==> src/sv/npcs_pkg.sv <==
// shared types and constants of the nearest palette color search unit
// no dependencies; imported by every module of the block
`timescale 1ns / 1ps

package npcs_pkg;

    localparam int CH_W     = 8;              // one color channel
    localparam int NUM_CH   = 3;              // red, green, blue
    localparam int ENT_W    = CH_W * NUM_CH;  // packed palette entry
    localparam int QCH_W    = 5;              // one channel of a query color
    localparam int QRY_W    = QCH_W * NUM_CH;
    localparam int DIST_W   = 18;             // squared distance
    localparam int IDX_W    = 8;              // reported index
    localparam int DIST_MAX = 195075;         // three channels of 255 squared

    localparam logic OP_WRITE = 1'b0;
    localparam logic OP_QUERY = 1'b1;

    // token handed from cell to cell
    typedef struct packed {
        logic              vld;
        logic              last;
        logic [ENT_W-1:0]  ent;   // channels still to be processed, lowest first
        logic [ENT_W-1:0]  qry;
        logic [DIST_W-1:0] sum;
    } t_tok;

    // status of the minimum tracker
    typedef struct packed {
        logic              done;
        logic [IDX_W-1:0]  idx;
        logic [DIST_W-1:0] dist_sq;
    } t_res;

endpackage

==> src/sv/npcs_cell.sv <==
// one distance cell: adds the squared difference of the lowest channel
// and hands the token on with the remaining channels; uses npcs_pkg
`timescale 1ns / 1ps

module npcs_cell (
    input  logic           i_clk,
    input  logic           i_rst_n,
    input  npcs_pkg::t_tok i_tok,
    output npcs_pkg::t_tok o_tok
);
    import npcs_pkg::*;

    logic [CH_W-1:0]   w_q;
    logic [CH_W-1:0]   w_e;
    logic [CH_W-1:0]   w_d;
    logic [2*CH_W-1:0] w_sq;
    t_tok              w_nxt;
    logic              r_vld;
    t_tok              r_dat;

    always_comb begin
        w_q  = i_tok.qry[CH_W-1:0];
        w_e  = i_tok.ent[CH_W-1:0];
        w_d  = (w_q > w_e) ? (w_q - w_e) : (w_e - w_q);
        w_sq = w_d * w_d;
        w_nxt      = i_tok;
        w_nxt.ent  = i_tok.ent >> CH_W;
        w_nxt.qry  = i_tok.qry >> CH_W;
        w_nxt.sum  = i_tok.sum + DIST_W'(w_sq);
    end

    always_ff @(posedge i_clk) begin
        if (!i_rst_n) begin
            r_vld <= 1'b0;
        end else begin
            r_vld <= i_tok.vld;
        end
    end

    always_ff @(posedge i_clk) begin
        r_dat <= w_nxt;
    end

    always_comb begin
        o_tok     = r_dat;
        o_tok.vld = r_vld;
    end

endmodule

==> config.mk <==
export PLATFORM = sky130hd
export DESIGN_NAME = npcs_cell
export DESIGN_NICKNAME = d
export VERILOG_FILES = /design/src/sv/npcs_pkg.sv /design/src/sv/npcs_cell.sv
export SDC_FILE = /design/constraint.sdc
export NUM_CORES = 1
export LEC_CHECK = 0
export BUFFER_PORTS_ARGS = -buffer_cell sky130_fd_sc_hd__buf_2
export CAP_MARGIN = 15
export CORE_ASPECT_RATIO = 1.75
export CORE_UTILIZATION = 51
export CTS_BUF_LIST = sky130_fd_sc_hd__clkbuf_16
export DETAILED_ROUTE_END_ITERATION = 6
export GPL_TIMING_DRIVEN = 0
export PLACE_DENSITY = 0.79
export SYNTH_ARGS = -nofsm -noshare
export SYNTH_HDL_FRONTEND = slang
export SYNTH_SLANG_ARGS = --single-unit
==> constraint.sdc <==
create_clock -name i_clk -period 9.2 [get_ports i_clk]
set_input_delay 0.92 -clock i_clk [delete_from_list [all_inputs] [get_ports i_clk]]
set_output_delay 0.92 -clock i_clk [all_outputs]
set_load 0.005 [all_outputs]
== Word level (Yosys, flattened, before mapping) ==
Cells that the tools add are included.
Cells by class
  add/sub/neg operators: 3
  multiply operators: 1
  magnitude comparators: 1
  multiplexer cells: 1
Operator list (number)
  adder 18 x 16 -> 18 bit: 1
  multiplier 8 x 8 -> 16 bit: 1
  subtractor 8 bit: 2
  > comparator 8 bit: 1
  two-way mux 8 bit: 1
Word-level totals
  register bits: 52
  input port bits: 70
  output and inout bits: 68
  word-level logic and storage cells: 11

== Longest topological paths before layout ==
Gate-level depths: netlist of the first run.
  word-level depth: 4
  depth in mapped cells: 27
  depth with buffers taken out: 27

== Worst setup path before layout of the first run ==
Ideal clock, no wire load.
  path kind: input -> register
  start point: input i_tok[23] in the netlist's numbering
  end point: register r_dat, in the netlist o_tok[14]
  library setup time: 127 ps
  arrival: 6659 ps
  data required time: 9073 ps
  slack: 2414 ps
  stages on the path: 25
  buffers on the path: 1
  cells stage by stage: inv_1 ha_1 buf_6 a21o_1 a211o_1 o21ai_4 mux2i_1 xor2_1 inv_1 nand2_1 fa_1 fa_1 inv_1 ha_1 inv_1 fa_1 inv_1 ha_1 a21o_1 a21o_1 a311oi_2 o221ai_1 a2111oi_0 nor3_1 xor2_1
RTL lines
  from (decl): RTL line npcs_cell.sv:8  | input npcs_pkg::t_tok i_tok,
  to (signal assigned): RTL line npcs_cell.sv:41  | r_dat <= w_nxt;
  to (decl): RTL line npcs_cell.sv:19  | t_tok r_dat;

==> reports/metrics.yaml, run 1 <==
synth_edf_count: 0
ant_nets: 0
die_h_um: 120
crit_fanout: 8
wl_per_cell_um: 11.2
synth_area_um2: 4070
layout_min_cycle_time_ns: 7.33
status: "complete, no violations"
critPathKind: "in2reg"
hold_viol: 0
postCtsSetupBuffers: 0
die_area_um2: 8360
boundaryPins: 138
min_path_type: "in2reg"
hold_end: "o_tok[33]"
cts-buffers-inserted: 5
tightest_slew_ns: 0.817
vias: 3058
arrival_ns: 7.50
io_buffers: 121
synthCells: 414
seq_area_frac_synth_pct: 25.6
num_antenna_cells: 0
synth_flop_cell: "dfxtp_1"
required_ns: 9.37
root_buffer: "clkbuf_16"
cts_max_path_buffers: 2
grt_pass1_vias: 3095
place_hpwl_um: 6360
cts_resized: 0
dr.pass1.iters: 4
drive_gt1_share_pct: 29.7
worst-path-buf-inv: 7
row_count: 42
coreArea_um2: 7670
start_kind: "input port"
ys_types: 46
grt_max_degree: 18
clkTransAtPathRegs_ns: 0.06
cp_top_family: "adder cells"
antenna_found_initial: 0
min_path_cells: 1
drt_iter0_drc: 67
cp-end-kind: "flop"
grt_use_total_pct: 17.9
slew_violations: 0
ys.warnings.count: 0
period_share_pct: 79.7
vias_per_cell: 4.73
cts_tree: "yes"
final.setup.tns_ns: 0
cap_viol_max_count: 0
area_growth_pct: 23.2
ys_seq_elements: 52
avgSynthCellArea_um2: 9.84
drc: 0
grt-ovfl-total: 0
htree_levels: 2
cts-hold-fix-buffers: 0
nets: 724
synth_area_leader_cell: "dfxtp_1"
gp_congestion: 0.815
wl_um: 7210
fillers: 637
synth_top_area_share_pct: 25.6
grt_pass1_wl_um: 12300
clock-sinks: 52
fmax_mhz: 136
hold_start: "i_tok[41]"
initial_core_util_pct: 53.1
relSlewSlack_pct: 45.4
synthArstFlopShare_pct: 0
rsz0062_at_grt: "no"
final-setup-viol-count: 0
crit_path_frequent_cell: "inv_1"
synthTopCellsByArea: "dfxtp_1 (26%), fa_1 (19%), ha_1 (18%)"
cp_slowest_cell: "xor2_1"
die_x_um: 69.6
cpPeakStageDelay_ns: 0.61
## stage by stage
step                      util, %  hold slack [ns]  cells  setup slack [ns]  instance area (um2)
final                        65.4            0.730    646              1.87                 5020
after global routing         65.4            0.721    646              1.34                 5020
after CTS                    65.4            0.723    646              1.82                 5020
after detailed placement     63.1             1.02    638              1.53                 4840
after global placement       63.1             1.02    638              1.65                 4840
after floorplan                 -            0.948    429              2.41                 4130
## cell usage after synthesis (3+ instances only)
cell and instances:
or2_1 3, nor3_1 3, a31oi_1 4, xor2_1 9, ha_1 58, inv_1 93
a21oi_1 11, xnor2_1 14, mux2i_1 8, nand3_1 4, buf_2 3, nand2_1 8
a21o_1 13, buf_4 18, dfxtp_1 52, fa_1 39, or2_2 4, o21ai_0 9
nor2_1 26
## worst max-delay path by stage
stage | slack (ns) | end | cells past startpoint | startpoint
3_5_place_dp | 1.53 | o_tok[14] | 26 | i_tok[23]
3_3_place_gp | 1.65 | o_tok[14] | 26 | i_tok[23]
4_1_cts | 1.82 | o_tok[14] | 26 | i_tok[23]
5_1_grt | 1.34 | o_tok[14] | 26 | i_tok[23]
2_1_floorplan | 2.41 | o_tok[14] | 25 | i_tok[23]
6_report | 1.87 | o_tok[14] | 26 | i_tok[23]
## metal layers
metal	GRT usage (%)	share of wire, %
met4	10.1	3.5
met3	2.25	5.4
met1	16.5	35
met5	0	0
met2	36.3	56
## cells by family (layout without fill, tap and decap cells)
family | after synthesis | count (layout) | synth area share [%]
and+or+nand+nor | 61 | 61 | 7.37
adders and majority gates | 97 | 97 | 37.0
muxes | 8 | 8 | 1.97
xor gates and xnor gates | 26 | 26 | 6.14
other | 1 | 16 | 0.0921
buffers and inverters | 116 | 245 | 12.6
AOI/OAI and AO/OA | 53 | 53 | 9.25
DFF | 52 | 52 | 25.6
## state kept, by name (all words and copies together), names as in the netlist
signal,flops
o_tok,51
r_vld,1
## layout by cell type, fill, tap and decap left out, drive strengths merged, types with 2 or more instances in the layout
cell and n:
nor2b 2, a31oi 5, mux2i 8, nor3 3
nand2 8, a21o 13, o21ai 10, xor2 10
nor2 29, a21oi 11, dfxtp 52, xnor2 16
inv 94, a311oi 3, and2 2, or2 7
fa 39, a21boi 2, buf 143, nand3 4
a211oi 2, conb 16, clkbuf 6, ha 58
and3 3, o21a 2
## cell type report
cell class              instances  area [um2]  share of cell area, %
inverters                      93         349                   6.96
plain buffers                  23         165                   3.29
multi-input cells             261        2570                   51.3
well taps                      88         110                   2.20
repair buffers                121         606                   12.1
clock buffers                   5         125                   2.49
flip-flops and latches         52        1040                   20.8
clock inverters                 3        46.3                  0.923
Power of run 1 is left out: the tool's default activity adds up to more than one toggle a clock period on the data nets, which glitch-free logic cannot reach.
==> run 2, diff against run 1 <==
clock period = 7.3 ns   (was 9.2 ns; I/O delays follow)
==> reports/metrics.yaml, run 2 (synthesis results as in run 1) <==
relSlewSlack_pct: 57.7  # +12 points
tightest_slew_ns: 0.634  # -0.183 ns
dr.pass1.iters: 4  # unchanged
layout_min_cycle_time_ns: 6.84
wl_per_cell_um: 11.2  # about the same
period_share_pct: 93.7
start_kind: "input port"
drt_iter0_drc: 57  # -15%
drc: 0  # unchanged
whs_ns: 0.544  # -0.186 ns
gp_congestion: 0.815  # unchanged
hold_start: "i_tok[41]"
min_path_type: "in2reg"
die_area_um2: 8360  # unchanged
grt-ovfl-total: 0  # unchanged
drive_gt1_share_pct: 30.9  # +1.2 points
layout_common_cells: "buf_2 (124), inv_1 (93), ha_1 (58)"
status: "complete, no violations"
vias: 3072  # +0.46%
cts_tree: "yes"
wl_um: 7260  # +0.75%
coreArea_um2: 7670  # unchanged
boundaryPins: 138  # unchanged
vias_per_cell: 4.72  # -0.31%
cts-buffers-inserted: 5  # unchanged
cp-end-kind: "flop"
critPathKind: "in2reg"
io_buffers: 121  # unchanged
grt_use_total_pct: 17.9  # unchanged
nets: 729  # +0.69%
arrival_ns: 7.01  # -0.49 ns
num_antenna_cells: 0  # unchanged
clkTransAtPathRegs_ns: 0.06  # about the same
grt_pass1_wl_um: 12300  # unchanged
final-setup-viol-count: 0  # unchanged
grt_max_degree: 18  # unchanged
die_h_um: 120  # unchanged
hold_viol: 0  # unchanged
die_x_um: 69.6  # unchanged
initial_core_util_pct: 53.1  # unchanged
row_count: 42  # unchanged
place_hpwl_um: 6360  # unchanged
cp_slowest_cell: "xor2_2"
path_cells: "buf_2 > inv_1 > ha_1 > buf_6 > a21o_1 > a211o_1 > o21ai_4 > mux2i_1 > xor2_2 > nor2_2 > ha_1 > or2_2 > fa_1 > fa_1 > inv_1 > fa_1 > inv_1 > ha_1 > and2_1 > a311oi_2 > o221ai_1 > a2111oi_0 > nor3_1 > xor2_1"
rsz0062_at_grt: "no"
min_path_cells: 1  # unchanged
antenna_found_initial: 0  # unchanged
ant_nets: 0  # unchanged
slew_violations: 0  # unchanged
root_buffer: "clkbuf_16"
clock-sinks: 52  # unchanged
hold_end: "o_tok[33]"
cpPeakStageDelay_ns: 0.54  # -0.07 ns
cts_max_path_buffers: 2  # unchanged
grt_pass1_vias: 3095  # unchanged
fmax_mhz: 146
mostFrequentLayoutCell: "buf_2"
area_growth_pct: 24.5
cap_viol_max_count: 0  # unchanged
largest_reg_flops: 51  # unchanged
crit_fanout: 9  # +1
required_ns: 7.47  # -1.90 ns
htree_levels: 2  # unchanged
==> run 2: cell count changes in the layout (fill, tap and decap cells not counted) <==
cell | previous run | this run
buf_4 | 18 | 23
xor2_1 | 9 | 7
xor2_2 | 1 | 3
mux2i_1 | 8 | 7
mux2i_2 | 0 | 1
==> run 2: layout make-up <==
class | count | area [um2]
tap | 88 | 110
inverter | 93 | 349
clock buffer | 5 | 125
multi-input combinational | 261 | 2590
sequential | 52 | 1040
clock inverter | 3 | 46.3
timing repair buffer | 126 | 643
buffer | 23 | 165
fill | 637 | 2600
==> run 2: metal layers <==
metal  routed length [um]  track usage [%]
met5                    0                0
met4                  210             10.1
met3                  370             2.25
met2                 4130             36.3
met1                 2550             16.5
==> run 2: how the worst max path moves through the flow <==
| stage | from | end | slack, ns | depth (start not counted) |
|---|---|---|---|---|
| after detailed placement | i_tok[23] | o_tok[14] | -0.18 | 26 |
| after global placement | i_tok[23] | o_tok[14] | -0.06 | 26 |
| after floorplan | i_tok[23] | o_tok[14] | 0.70 | 25 |
| after CTS | i_tok[23] | o_tok[14] | 0.11 | 26 |
| final | i_tok[23] | o_tok[14] | 0.46 | 24 |
| after global routing | i_tok[23] | o_tok[14] | 0.03 | 25 |
==> run 2: repair_timing <==
item / 4_1_cts / 5_1_grt
setup buffers: 0 / 5
setup endpoints to repair: 0 / 2
hold buffers: 0 / 0
gates resized for setup: 0 / 3
==> run 2: through the flow <==
step                setup WS [ns]  TNS, ns  std cells  area (um2)  utilization (%)
floorplan                   0.704        0        429        4130                -
global placement          -0.0557  -0.0557        638        4840             63.1
detailed placement         -0.179   -0.179        638        4840             63.1
CTS                         0.110        0        646        5020             65.4
global route               0.0342        0        651        5070             66.1
finish                      0.460        0        651        5070             66.1
==> run 2: worst max-delay path, delay by kind of cell <==
family          cells  cell delay [ns]
buf+inv             5             0.36
simple gates        4             0.71
mux                 1             0.32
fa+ha+maj           6             2.33
compound gates      6             1.87
xor+xnor            2             0.69
Power of run 2 is left out for the same reason.
==> run 3, diff against run 2 <==
CORE_UTILIZATION = 57   (was 51)
CTS_BUF_LIST = sky130_fd_sc_hd__clkbuf_2   (was sky130_fd_sc_hd__clkbuf_16)
PLACE_DENSITY = 0.87   (was 0.79)
clock period = 8.8 ns   (was 7.3 ns; I/O delays follow)
==> reports/metrics.yaml, run 3 (synthesis results as in run 1) <==
status: "complete, no violations"
wl_um: 7570  # +4.3%
placed_cells: 634  # -0.63%
pre_cts_slack_ns: 1.13  # +1.31 ns
arrival_ns: 7.51  # +0.50 ns
grtUsageMet1_pct: 18.8  # +2.3 points
antenna_found_initial: 0  # unchanged
layout_min_cycle_time_ns: 7.15
min_path_type: "in2reg"
tightest_slew_ns: 0.770  # +0.136 ns
final_cells: 642  # -1.4%
postCtsSetupBuffers: 0  # unchanged
cts_resized: 0  # unchanged
start_kind: "input port"
io_buffers: 121  # unchanged
crit_end: "o_tok[14]"
grt_use_total_pct: 21.2  # +3.3 points
cp-end-kind: "flop"
largest_reg_flops: 51  # unchanged
ant_nets: 0  # unchanged
num_antenna_cells: 0  # unchanged
coreArea_um2: 6910  # -10%
clock-sinks: 52  # unchanged
cts_max_path_buffers: 2  # unchanged
wl_per_cell_um: 11.8  # +5.8%
top_usage_layer: "met2"
final-setup-viol-count: 0  # unchanged
drt_iter0_drc: 51  # -11%
grtUsageMet3_pct: 2.50  # +0.25 points
initial_core_util_pct: 59.0  # +5.9 points
slew_violations: 0  # unchanged
cap_viol_max_count: 0  # unchanged
place_hpwl_um: 6700  # +5.4%
vias_per_cell: 4.79  # +1.5%
area_growth_pct: 20.1
grt_pass1_wl_um: 12300  # about the same
required_ns: 9.16  # +1.69 ns
mostFrequentLayoutCell: "buf_2"
dr.pass1.iters: 4  # unchanged
use_met2_pct: 41.9  # +5.6 points
drive_gt1_share_pct: 29.7  # -1.2 points
rsz0062_at_grt: "no"
fmax_mhz: 140
multi_input_area_um2: 2570  # -0.72%
layout_common_cells: "buf_2 (124), inv_1 (93), ha_1 (58)"
grt-ovfl-total: 0  # unchanged
seq_area_um2: 1040  # unchanged
row_count: 40  # -4.8%
cts-hold-fix-buffers: 0  # unchanged
boundaryPins: 138  # unchanged
critPathKind: "in2reg"
relSlewSlack_pct: 48.5  # -9.2 points
startpoint: "i_tok[23]"
die_h_um: 114  # -5.3%
clkTransAtPathRegs_ns: 0.26  # +0.20 ns
cts-buffers-inserted: 5  # unchanged
die_x_um: 65.9  # -5.3%
vias: 3075  # +0.098%
period_share_pct: 81.2
cts_tree: "yes"
final.setup.tns_ns: 0  # unchanged
grt_pass1_vias: 3068  # -0.87%
worst_slack_ns: 1.65  # +1.19 ns
die_area_um2: 7500  # -10%
grt_max_degree: 19  # +1
drc: 0  # unchanged
nets: 724  # -0.69%
htree_levels: 2  # unchanged
root_buffer: "clkbuf_2"
fillers: 539  # -15%
hold_viol: 0  # unchanged
crit_fanout: 8  # -1
gp_congestion: 0.814  # about the same
-- run 3: cell count changes in the layout (fill, tap and decap cells not counted), sizes merged --
cell	previous run	this run
buf	148	143
bufinv	1	0
clkinv	0	1
-- run 3: area by class of cell --
type	count	area share, %
Multi-Input combinational cell	261	52.6
Sequential cell	52	21.3
Timing Repair Buffer	121	12.4
Inverter	93	7.14
Clock buffer	5	0.512
Clock inverter	3	0.563
Tap cell	84	2.15
Buffer	23	3.38
-- run 3: metal layers --
metal	up-vias	part of all wire (%)
met2	121	56
met3	29	5.7
li1	1543	-
met5	-	0
met4	0	4.7
met1	1382	33
-- run 3: worst min path at each step --
stage          startpoint  depth (start not counted)  slack, ns         to
2_1_floorplan   i_tok[26]                          0       0.91  o_tok[18]
5_1_grt         i_tok[35]                          1       0.44  o_tok[27]
6_report        i_tok[56]                          1       0.52  o_tok[48]
3_3_place_gp    i_tok[63]                          1       0.98  o_tok[55]
4_1_cts         i_tok[56]                          1       0.48  o_tok[48]
3_5_place_dp    i_tok[56]                          1       0.98  o_tok[48]
-- run 3: critical path: stages --
cell and delay [ns]:
buf_2 0.09, inv_1 0.04, ha_1 0.29, buf_6 0.14
a21o_1 0.16, a211o_1 0.33, o21ai_4 0.29, mux2i_1 0.26
xor2_1 0.61, inv_1 0.21, nand2_1 0.19, fa_1 0.47
fa_1 0.52, inv_1 0.05, ha_1 0.28, inv_1 0.06
fa_1 0.59, inv_1 0.06, ha_1 0.28, a21o_1 0.17
a21o_1 0.21, a311oi_2 0.39, o221ai_1 0.23, a2111oi_0 0.43
nor3_1 0.12, xor2_1 0.15
-- run 3: per-stage QoR --
stage	hold slack, ns	cell area, um2	util, %
2_1_floorplan	0.908	4130	-
3_3_place_gp	0.982	4840	70.1
3_5_place_dp	0.984	4840	70.1
4_1_cts	0.478	4890	70.8
5_1_grt	0.439	4890	70.8
6_report	0.519	4890	70.8
Power of run 3 is left out for the same reason.
