### src/sv/npcs_pkg.sv
// shared types and constants of the nearest palette color search unit
// no dependencies; imported by every module of the block
`timescale 1ns / 1ps

package npcs_pkg;

    localparam int CH_W     = 8;              // one color channel
    localparam int NUM_CH   = 3;              // red, green, blue
    localparam int ENT_W    = CH_W * NUM_CH;  // packed palette entry
    localparam int QCH_W    = 5;              // one channel of a query color
    localparam int QRY_W    = QCH_W * NUM_CH;
    localparam int DIST_W   = 18;             // squared distance
    localparam int IDX_W    = 8;              // reported index
    localparam int DIST_MAX = 195075;         // three channels of 255 squared

    localparam logic OP_WRITE = 1'b0;
    localparam logic OP_QUERY = 1'b1;

    // token handed from cell to cell
    typedef struct packed {
        logic              vld;
        logic              last;
        logic [ENT_W-1:0]  ent;   // channels still to be processed, lowest first
        logic [ENT_W-1:0]  qry;
        logic [DIST_W-1:0] sum;
    } t_tok;

    // status of the minimum tracker
    typedef struct packed {
        logic              done;
        logic [IDX_W-1:0]  idx;
        logic [DIST_W-1:0] dist_sq;
    } t_res;

endpackage

### src/sv/npcs_min.sv
// minimum tracker at the end of the cell chain: keeps the first least
// distance of a scan and its index; uses npcs_pkg
`timescale 1ns / 1ps

module npcs_min #(
    parameter int ENTRIES = 256
) (
    input  logic           i_clk,
    input  logic           i_rst_n,
    input  npcs_pkg::t_tok i_tok,
    input  logic           i_take,
    output npcs_pkg::t_res o_res
);
    import npcs_pkg::*;

    localparam int AW = (ENTRIES > 1) ? $clog2(ENTRIES) : 1;

    logic [AW-1:0]       r_cnt;
    logic [AW-1:0]       r_best_idx;
    logic [DIST_W-1:0]   r_best;
    logic                r_done;
    logic                w_first;
    logic                w_upd;
    logic [AW+IDX_W-1:0] w_wide;

    assign w_first = (r_cnt == '0);
    assign w_upd   = i_tok.vld && (w_first || (i_tok.sum < r_best));
    assign w_wide  = {{IDX_W{1'b0}}, r_best_idx};

    always_ff @(posedge i_clk) begin
        if (!i_rst_n) begin
            r_cnt  <= '0;
            r_done <= 1'b0;
        end else begin
            if (i_tok.vld) begin
                r_cnt <= i_tok.last ? '0 : r_cnt + AW'(1);
            end
            if (i_tok.vld && i_tok.last) begin
                r_done <= 1'b1;
            end else if (i_take) begin
                r_done <= 1'b0;
            end
        end
    end

    always_ff @(posedge i_clk) begin
        if (w_upd) begin
            r_best     <= i_tok.sum;
            r_best_idx <= r_cnt;
        end
    end

    always_comb begin
        o_res.done    = r_done;
        o_res.idx     = w_wide[IDX_W-1:0];
        o_res.dist_sq = r_best;
    end

`ifndef ASSERT_OFF
    a_first_taken: assert property (@(posedge i_clk) disable iff (!i_rst_n)
        i_tok.vld && w_first |=> r_best == $past(i_tok.sum))
        else $error("first entry of a scan not taken as best");
    a_dist_range: assert property (@(posedge i_clk) disable iff (!i_rst_n)
        r_done |-> r_best <= DIST_W'(DIST_MAX))
        else $error("best distance out of range");
`endif

endmodule

### config.mk
export PLATFORM = sky130hd
export DESIGN_NAME = npcs_min
export DESIGN_NICKNAME = d
export VERILOG_FILES = /design/src/sv/npcs_pkg.sv /design/src/sv/npcs_min.sv
export SDC_FILE = /design/constraint.sdc
export NUM_CORES = 1
export LEC_CHECK = 0
export BUFFER_PORTS_ARGS = -buffer_cell sky130_fd_sc_hd__clkbuf_2
export CAP_MARGIN = 10
export CORE_AREA = 2 2 65 67
export DETAILED_ROUTE_END_ITERATION = 8
export DIE_AREA = 0 0 67 69
export HOLD_SLACK_MARGIN = 0.02
export PLACE_DENSITY = 0.78
export RECOVER_POWER = 50
export SLEW_MARGIN = 5
export SYNTH_ARGS = -nofsm -noshare
export SYNTH_HDL_FRONTEND = slang
export SYNTH_SLANG_ARGS = --single-unit
### constraint.sdc
create_clock -name i_clk -period 3.19 [get_ports i_clk]
set_input_delay 0 -clock i_clk [delete_from_list [all_inputs] [get_ports i_clk]]
set_output_delay 0 -clock i_clk [all_outputs]
set_load 0.01 [all_outputs]
Word level (Yosys, flattened, before mapping)
Cells that the tools add are included.
{"block": "totals", "ff_bits": 35, "latch_bits": 0, "ramBits": 0, "mem_bits_ro": 0, "input_bits": 71, "output_inout_bits": 27, "wordCells": 14, "memories": 0}
{"block": "classes", "add_sub_neg": 1, "n_mul": 0, "div_mod_pow": 0, "magnitude_cmp": 1, "n_eq_ne": 0, "shifts": 0, "n_mux": 3, "n_bitwise": 0, "reduce_logical": 5}
{"operator": "18-bit less-than comparator", "count": 1}
{"operator": "8-bit by 1-bit adder with 8-bit output (second input constant)", "count": 1}
{"operator": "8-bit logical NOT", "count": 1}
{"operator": "8-bit two-way mux", "count": 1}
{"operator": "1-bit logical AND", "count": 2}
{"operator": "1-bit two-way mux", "count": 2}
{"operator": "2-bit nonzero test", "count": 1}
{"operator": "1-bit logical OR", "count": 1}

Depth between registers and ports, before layout
Gate-level depths: netlist of run 1.
{"block": "logic_depth", "depth_word": 3, "mapped_depth": 6, "ltp_nobuf": 6}

Worst setup path before layout of run 1
No wires, ideal clock.
{"block": "synth_path", "path_type": "register to register", "from": "reg r_best[16]", "to": "reg r_best[0], enable pin", "setup_time_ps": 412, "arrival_time_ps": 2471, "required_ps": 2778, "path_slack_ps": 307, "path_stages_with_launch": 7, "path_buffers": 0, "synth_period_minus_slack_ps": 2883, "path_cell_list": "edfxtp_1 -> inv_1 -> ha_1 -> nand4_1 -> o21ai_0 -> a211o_1 -> a221oi_2"}
{"block": "synth_between", "elab_chain_len": 3}
{"element": "start, declared", "line_no": "npcs_min.sv:20", "rtl": "logic [DIST_W-1:0] r_best;"}
{"element": "start signal, assigned", "line_no": "npcs_min.sv:48", "rtl": "r_best <= i_tok.sum;"}
{"element": "18-bit less-than comparator", "line_no": "npcs_min.sv:27", "rtl": "assign w_upd = i_tok.vld && (w_first || (i_tok.sum < r_best));"}
{"element": "1-bit logical OR", "line_no": "npcs_min.sv:27"}
{"element": "1-bit logical AND", "line_no": "npcs_min.sv:27"}
{"element": "named net w_upd", "line_no": "npcs_min.sv:23", "rtl": "logic w_upd;"}
The timed path passes the listed nets, and every way through them passes these cells.
A chain may end at the register's enable or synchronous reset.

Worst setup path in the final report of run 1
{"block": "layout_path", "from": "reg r_best[17]", "to": "reg r_best[11], enable pin"}
The elaborated chain is that of the path after synthesis.

==> flow_metrics.py, run 1 <==
metrics = {
    "run_status": {
        "status": "finished, final reports clean",
    },
    "drt": {
        "drt_pass1_iterations": 4,
        "drc_errors": 0,
        "drt_iter0_drc": 54,
        "drtAntennaViolNets": 0,
        "drt_wl_total_um": 3110,
        "num_vias": 1246,
        "wl_per_cell_um": 11.9,
        "viasPerCell": 4.76,
    },
    "yosys": {
        "synth_flop_cell": "edfxtp_1",
        "synth_largest_area_cell": "edfxtp_1",
        "syn-num-nets": 225,
        "yosysUniqueCellTypes": 26,
        "async_flop_share": 0,
        "synth_edf_count": 26,
        "syn_area_um2": 1650,
        "avgSynthCellArea_um2": 12.2,
        "synth_top_area_share": 0.473,
        "yosysSeqAreaShare": 0.582,
        "syn_inst": 135,
        "synth_top_cells_by_area": "edfxtp_1 47%, ha_1 14%, dfxtp_1 11%, inv_1 4.5%, a21oi_1 3.0%",
        "ys_warn_count": 0,
        "ys_ff_latch": 35,
    },
    "global_routing": {
        "grt_usage": 0.149,
        "first_global_vias": 1232,
        "antenna_found_initial": 0,
        "use_met1": 0.157,
        "busiest_layer": "met2",
        "grt_max_degree": 12,
        "grt.met3_usage": 0.0555,
        "grt-ovfl-total": 0,
        "use_met2": 0.262,
        "grt_first_pass_wirelength_um": 5170,
    },
    "floorplan": {
        "die_w_um": 67,
        "start_util": 0.422,
        "die_y_um": 69,
        "core_area_um2": 3910,
        "top_level_ports": 98,
        "die_area_um2": 4620,
        "num_rows": 23,
    },
    "timing": {
        "maxSlewHeadroom": 0.660,
        "min_period_ps": 2370,
        "finalSetupViolCount": 0,
        "tns_ps": 0,
        "hold_viol": 0,
        "finalCritPeriodShare": 0.743,
        "drv_slew": 0,
        "max_freq_mhz": 422,
        "finClkSkew_ps": 6.22,
        "worst_pin_slew_ps": 510,
        "worst_slack_ps": 820,
        "grt_setup_unrepaired": "false",
    },
    "worst_setup_path": {
        "cp_max_fo": 10,
        "worstPathRequired_ps": 3180,
        "critPathLaunchType": "flop",
        "arrival_ps": 2360,
        "endpoint_kind": "flop",
        "r2r_cells": 7,
        "criticalPathCategory": "flop to flop",
    },
    "placed_design": {
        "hpwl_um": 2320,
        "portBuffers": 49,
        "gp_congestion": 0.762,
        "place_ws_ps": 785,
    },
    "clock_network": {
        "cts_buffers": 5,
        "cts_max_level": 2,
        "clk_pin_slew_worst_paths_ps": 70,
        "clockRootBuffer": "clkbuf_8",
        "clockBufferDepth": 2,
        "tritoncts": "done",
        "numClockSinks": 35,
        "postCtsSetupBuffers": 0,
        "clk_latency_ps": 280,
    },
    "power_and_ir_drop": {
        "power.total_uw": 1070,
        "irDropWorstVdd_mv": 0.231,
        "powerDensity_nw_per_um2": 483,
        "leakagePower_uw": 0.000928,
    },
    "finish": {
        "diodes": 0,
        "final_util": 0.565,
        "final_nets": 301,
        "drive_above_1_share": 0.127,
        "syn_to_final_growth_pct": 33.9,
    },
    "hold_path": {
        "whs_path_depth": 3,
        "hold_class": "input port to flop",
    },
    "job": {
        "cap_viol_max_count": 0,
    },
}
## final timing paths
| check | end | slack, ps | startpoint |
|---|---|---|---|
| hold reg to reg | r_best_idx[7]$_DFFE_PP_ | 470 | r_cnt[7]$_SDFFE_PN0P_ |
| setup reg to reg | r_best[11]$_DFFE_PP_ | 820 | r_best[17]$_DFFE_PP_ |
| hold / removal | r_cnt[0]$_SDFFE_PN0P_ | 130 | i_tok[67] |
| setup / recovery | r_best[11]$_DFFE_PP_ | 820 | r_best[17]$_DFFE_PP_ |
## Yosys cell counts (all sizes together) (2+ instances only)
cell type,instances
dfxtp,9
or3,2
inv,20
o21ai,4
edfxtp,26
nand2,10
xor2,4
nor3,2
buf,2
ha,19
nor2,7
nor4b,2
nand2b,2
nand4,5
a21oi,10
## state kept, by name, summed over array words and instances (netlist names)
register,cells
r_best_idx,8
r_best,18
r_done,1
r_cnt,8
## layout by cell type (no fill, tap or decap), types with 4 or more instances in the layout
master         instances
clkbuf_1              34
edfxtp_1              26
inv_1                 20
dlygate4sd3_1         20
ha_1                  19
clkbuf_2              15
a21oi_1               10
nand2_1               10
dfxtp_1                9
nor2_1                 7
nand4_1                5
clkbuf_8               5
o21ai_0                4
xor2_1                 4
## through the flow
stage               hold WS (ps)  instances  instance area (um^2)
finish                       131        262                  2210
global route                 177        262                  2210
CTS                          131        262                  2250
detailed placement           201        234                  1970
global placement             199        234                  1970
floorplan                   98.9        135                  1650
## routing by layer
| metal | vias up | part of all wire |
|---|---|---|
| met1 | 572 | 0.41 |
| met4 | 0 | 0.015 |
| met5 | - | 0 |
| met3 | 7 | 0.056 |
| li1 | 630 | - |
| met2 | 37 | 0.51 |
## area by class of cell
| cell class | count | area [um^2] |
|---|---|---|
| clock buffer | 5 | 68.8 |
| clock inverter | 3 | 15.0 |
| fill | 373 | 1700 |
| inverter | 20 | 75.1 |
| multi-input combinational | 78 | 612 |
| sequential | 35 | 961 |
| tap | 50 | 62.6 |
| timing repair buffer | 71 | 418 |
## repair_timing
action                                  CTS  global route
endpoints found under the hold margin    19             0
resized for setup                         0             0
endpoints found under the setup margin    0             0
hold buffers                             20             0
## cells by family after synthesis
kind of cell               share of synthesized area
and+or+nand+nor                                0.116
muxes                                        0.00606
xor gates and xnor gates                      0.0265
DFF                                            0.582
buffers and inverters                         0.0545
adders and majority gates                      0.144
AOI/OAI and AO/OA                             0.0712
## critical path, stage by stage, from the launching register on
cell and delay, ps:
edfxtp_1 430, inv_1 80, ha_1 230, nand4_1 140
o21ai_0 120, a211o_1 310, a221oi_4 480, buf_4 280
## power by group
group / internal (uW) / switching, uW
Clock: 148 / 149
Sequential: 544 / 19.1
Combinational: 89.7 / 118
No activity file was read; power rests on OpenSTA's default activity.
==> run 2, diff against run 1 <==
ABC_AREA = 1   (was not set)
CORE_AREA = 2 2 70 72   (was 2 2 65 67)
DIE_AREA = 0 0 72 74   (was 0 0 67 69)
PLACE_DENSITY = 0.73   (was 0.78)
clock period = 2.1 ns   (was 3.19 ns; I/O delays follow)
==> run 2 against run 1 <==
Net effect:
- power rose by 54%
- highest routed layer unchanged
- clock power increased by 95%
- setup slack got worse by 600 ps
- cell count up 16%
- combinational power rose by 21%
- largest cell class unchanged
- maximum frequency grew 26%
- design area is 6.5% higher
- first-iteration DRC count shrank 50%
- hold slack lost 79 ps
- wire length grew 5.2%
- synthesized cell count increased by 27%
==> flow_metrics.py, run 2 <==
metrics = {
    "drt": {
        "wl_per_cell_um": 10.8,
        "drc_errors": 0,
        "drt_pass1_iterations": 4,
        "num_vias": 1332,
        "viasPerCell": 4.40,
        "drtAntennaViolNets": 0,
        "drt_iter0_drc": 27,
        "drt_wl_total_um": 3270,
    },
    "hold_path": {
        "hold_class": "input port to flop",
        "whs_path_depth": 3,
    },
    "timing": {
        "min_period_ps": 1880,
        "finClkSkew_ps": 3.64,
        "max_freq_mhz": 533,
        "hold_viol": 0,
        "grt_setup_unrepaired": "false",
        "tns_ps": 0,
        "finalSetupViolCount": 0,
        "finalCritPeriodShare": 0.893,
        "maxSlewHeadroom": 0.812,
        "drv_slew": 0,
        "worst_pin_slew_ps": 280,
    },
    "floorplan": {
        "core_area_um2": 4600,
        "top_level_ports": 98,
        "die_y_um": 74,
        "start_util": 0.376,
        "num_rows": 25,
        "die_area_um2": 5330,
        "die_w_um": 72,
    },
    "global_routing": {
        "grt_usage": 0.134,
        "grt-ovfl-total": 0,
        "grt_max_degree": 14,
        "first_global_vias": 1295,
        "antenna_found_initial": 0,
        "grt_first_pass_wirelength_um": 5370,
    },
    "yosys": {
        "synth_largest_area_cell": "edfxtp_1",
        "syn_inst": 171,
        "synth_edf_count": 26,
        "syn_area_um2": 1730,
        "ys_ff_latch": 35,
        "synth.top_cells.by_count": "36 x nand2_1, 34 x inv_1, 26 x edfxtp_1",
        "synth.most_common_cell": "nand2_1",
        "async_flop_share": 0,
        "synth_top_area_share": 0.451,
        "synth_top_cells_by_area": "edfxtp_1 45%, ha_1 14%, dfxtp_1 10%, nand2_1 7.8%, inv_1 7.4%",
        "yosysSeqAreaShare": 0.555,
        "syn-num-nets": 261,
        "avgSynthCellArea_um2": 10.1,
        "yosysUniqueCellTypes": 24,
        "ys_warn_count": 0,
        "synth_flop_cell": "edfxtp_1",
    },
    "clock_network": {
        "clk_latency_ps": 280,
        "numClockSinks": 35,
        "postCtsSetupBuffers": 0,
        "tritoncts": "done",
        "cts_buffers": 5,
        "ctsResizeCount": 0,
        "clk_pin_slew_worst_paths_ps": 70,
        "clockRootBuffer": "clkbuf_8",
        "clockBufferDepth": 2,
        "holdBufCountCts": 20,
        "cts_max_level": 2,
    },
    "placed_design": {
        "gp_congestion": 0.727,
        "dpl_cell_area_um2": 2090,
        "portBuffers": 49,
        "hpwl_um": 2510,
    },
    "power_and_ir_drop": {
        "leakagePower_uw": 0.00107,
        "powerDensity_nw_per_um2": 696,
        "intPower_uw": 1240,
        "switching_share": 0.243,
        "combPwrFrac": 0.154,
        "clockPowerShare": 0.353,
        "pwr-share-seq": 0.493,
        "irDropWorstVdd_mv": 0.272,
        "p_switching_uw": 398,
    },
    "finish": {
        "largest_reg_flops": 18,
        "top_register": "r_best",
        "syn_to_final_growth_pct": 36.2,
        "largestRegisters": "r_best: 18 flops, r_best_idx: 8 flops, r_cnt: 8 flops",
        "final_common_cell": "nand2_1",
        "postLayoutCellArea_um2": 2360,
        "drive_above_1_share": 0.145,
        "diodes": 0,
        "final_nets": 338,
        "layout_common_cells": "36 x nand2_1, 35 x clkbuf_1, 34 x inv_1",
    },
    "worst_setup_path": {
        "r2r_cells": 10,
        "critPathLaunchType": "flop",
        "endpoint_kind": "flop",
        "worstPathRequired_ps": 2100,
        "criticalPathCategory": "flop to flop",
        "cp_max_fo": 13,
        "arrival_ps": 1880,
    },
    "job": {
        "cap_viol_max_count": 0,
    },
    "run_status": {
        "status": "finished, final reports clean",
    },
}
-- run 2: final timing paths --
check	to	slack, ps	from
setup reg to reg	r_best[8]$_DFFE_PP_	220	r_best[12]$_DFFE_PP_
hold / removal	r_cnt[2]$_SDFFE_PN0P_	50	i_tok[67]
setup / recovery	r_best[8]$_DFFE_PP_	220	r_best[12]$_DFFE_PP_
hold reg to reg	r_best_idx[2]$_DFFE_PP_	460	r_cnt[2]$_SDFFE_PN0P_
-- run 2: worst max-delay path: stages (launching register included) --
cell      delay, ps
edfxtp_1        400
inv_1            80
ha_1            230
nand2_1          60
inv_1            50
nand2_1          60
nand2_1          40
a21oi_1         140
nand3_1         150
a21oi_4         220
buf_12          170
-- run 2: cell type report --
class | count | area [um^2]
fillers | 452 | 2240
flip-flops and latches | 35 | 961
multi-input cells | 97 | 631
repair buffers | 71 | 442
inverters | 38 | 143
clock buffers | 7 | 108
well taps | 54 | 67.6
clock inverters | 1 | 5.00
-- run 2: routing by layer --
metal | vias to the layer above | track usage | wire (um)
li1 | 707 | - | -
met1 | 591 | 0.140 | 1360
met4 | 0 | 0.0566 | 56
met5 | - | 0 | 0
met2 | 27 | 0.251 | 1680
met3 | 7 | 0.0420 | 176
-- run 2: logic make-up after synthesis --
kind of cell	Yosys count	share of synthesized area
adder cells (fa/ha/maj)	19	0.137
flip-flops	35	0.555
AO/OA/AOI/OAI	18	0.0586
buffers and inverters	39	0.0868
AND/OR/NAND/NOR	60	0.162
-- run 2: power groups by stage --
stage | logic [uW] | clock network (uW) | registers [uW]
floorplan | 113 | 0 | 843
global placement | 232 | 0 | 824
detailed placement | 237 | 0 | 825
CTS | 268 | 600 | 810
global route | 290 | 620 | 814
finish | 252 | 578 | 809
-- run 2: stage by stage --
stage	hold slack (ps)	power, uW	worst slack (ps)	cells	util
2_1_floorplan	98.9	957	34.4	171	-
4_1_cts	47.2	1680	175	303	0.522
5_1_grt	56.7	1720	34.4	303	0.512
3_3_place_gp	199	1060	197	275	0.454
3_5_place_dp	200	1060	193	275	0.454
6_report	51.3	1640	224	303	0.512
==> run 3, diff against run 2 <==
CORE_AREA = 2 2 66 68   (was 2 2 70 72)
DIE_AREA = 0 0 68 70   (was 0 0 72 74)
PLACE_DENSITY = 0.78   (was 0.73)
clock period = 2.05 ns   (was 2.1 ns; I/O delays follow)
==> run 3 against run 2 <==
Net effect:
- utilization grew 4.7 points
- register-to-register slack lost 70 ps
- combinational power is essentially flat
- via count shrank 0.83%
- sequential power grew 2%
- design area shrank 1.5%
- clock skew is essentially flat
- maximum frequency shrank 0.99%
- sequential share of layout area grew 0.64 points
==> flow_metrics.py, run 3 (synthesized netlist as in run 2, its figures left out) <==
metrics = {
    "power_and_ir_drop": {
        "powerDensity_nw_per_um2": 671,
        "irDropWorstVdd_mv": 0.300,
        "leakagePower_uw": 0.00106,
        "power.total_uw": 1560,
    },
    "worst_setup_path": {
        "cp_cell_sequence": "inv_1, ha_1, a21oi_1, nand2_1, nand2_1, nand2_1, nand2_1, nand3_2, a21oi_4, buf_12",
        "path_buf_inv": 2,
        "worstPathRequired_ps": 2040,
        "max_stage_delay_ps": 390,
        "criticalPathCategory": "flop to flop",
        "arrival_ps": 1890,
        "path_delay_family": "flip-flops",
        "critPathLaunchType": "flop",
        "endpoint_kind": "flop",
        "crit_path_frequent_cell": "nand2_1",
        "crit_slowest_cell": "edfxtp_1",
        "cp_max_fo": 20,
    },
    "floorplan": {
        "die_area_um2": 4760,
        "core_area_um2": 4140,
        "die_w_um": 68,
        "num_rows": 24,
        "start_util": 0.418,
        "top_level_ports": 98,
        "die_y_um": 70,
    },
    "drt": {
        "num_vias": 1321,
        "drt_pass1_iterations": 4,
        "drt_iter0_drc": 48,
        "viasPerCell": 4.39,
        "drc_errors": 0,
        "drt_wl_total_um": 3240,
        "drtAntennaViolNets": 0,
        "wl_per_cell_um": 10.8,
    },
    "finish": {
        "fill_cells": 376,
        "final_nets": 338,
        "top_register": "r_best",
        "diodes": 0,
        "largest_reg_flops": 18,
        "drive_above_1_share": 0.149,
        "layout_common_cells": "36 x nand2_1, 36 x clkbuf_1, 34 x inv_1",
        "syn_to_final_growth_pct": 34.1,
        "postLayoutCellArea_um2": 2320,
        "largestRegisters": "r_best: 18 flops, r_best_idx: 8 flops, r_cnt: 8 flops",
    },
    "run_status": {
        "status": "finished, final reports clean",
    },
    "clock_network": {
        "clk_pin_slew_worst_paths_ps": 70,
        "clk_latency_ps": 280,
        "holdBufCountCts": 20,
        "clockRootBuffer": "clkbuf_8",
        "cts_max_level": 2,
        "clockBufferDepth": 2,
        "numClockSinks": 35,
        "postCtsSetupBuffers": 0,
        "tritoncts": "done",
        "ctsResizeCount": 0,
        "cts_buffers": 5,
    },
    "timing": {
        "drv_slew": 0,
        "min_period_ps": 1890,
        "finalCritPeriodShare": 0.924,
        "hold_viol": 0,
        "finClkSkew_ps": 3.43,
        "maxSlewHeadroom": 0.833,
        "finalSetupViolCount": 0,
        "worst_pin_slew_ps": 249,
        "worst_slack_ps": 155,
        "max_freq_mhz": 528,
        "grt_setup_unrepaired": "false",
        "holdWs_ps": 54.1,
        "tns_ps": 0,
    },
    "placed_design": {
        "dpl_cell_area_um2": 2080,
        "hpwl_um": 2410,
        "place_ws_ps": 165,
        "gp_congestion": 0.767,
        "portBuffers": 49,
    },
    "global_routing": {
        "first_global_vias": 1258,
        "grt_usage": 0.148,
        "grt_max_degree": 21,
        "grt_first_pass_wirelength_um": 5210,
        "antenna_found_initial": 0,
        "grt-ovfl-total": 0,
    },
    "job": {
        "cap_viol_max_count": 0,
    },
    "hold_path": {
        "hold_class": "input port to flop",
    },
}
## run 3: report_power, final
part           switching (uW)  internal, uW
clock network             235           238
logic                     141           114
registers                18.6           811
## run 3: area by class of cell
cell class | instances | area, um^2 | area share
flip-flops and latches | 35 | 961 | 0.414
multi-input cells | 97 | 639 | 0.276
repair buffers | 71 | 430 | 0.186
inverters | 38 | 143 | 0.0615
clock buffers | 7 | 76.3 | 0.0329
well taps | 52 | 65.1 | 0.0280
clock inverters | 1 | 5.00 | 0.00216
## run 3: through the flow
stage | util | cells
after floorplan | - | 171
final | 0.560 | 301
after global placement | 0.502 | 273
after CTS | 0.570 | 301
after global routing | 0.560 | 301
after detailed placement | 0.502 | 273
## run 3: worst register-to-register path, delay by kind of cell (launching register included)
kind | cells | cell delay (ps)
DFF | 1 | 390
buffers and inverters | 2 | 260
adders and majority gates | 1 | 240
and+or+nand+nor | 5 | 330
AOI/OAI and AO/OA | 2 | 370
## run 3: path summary, 6_finish.rpt
| kind | slack [ps] | from | end | cells past startpoint |
|---|---|---|---|---|
| max | 160 | r_best[5]$_DFFE_PP_ | r_best_idx[5]$_DFFE_PP_ | 10 |
| min reg2reg | 450 | r_cnt[2]$_SDFFE_PN0P_ | r_best_idx[2]$_DFFE_PP_ | 0 |
| min | 50 | i_tok[67] | r_cnt[2]$_SDFFE_PN0P_ | 3 |
| max reg2reg | 160 | r_best[5]$_DFFE_PP_ | r_best_idx[5]$_DFFE_PP_ | 10 |
## run 3: routing by layer
layer,routed length (um),track usage,vias up
met1,1340,0.160,579
met3,184,0.0515,7
li1,-,-,705
met5,0,0,-
met4,82,0.0756,0
met2,1640,0.249,30
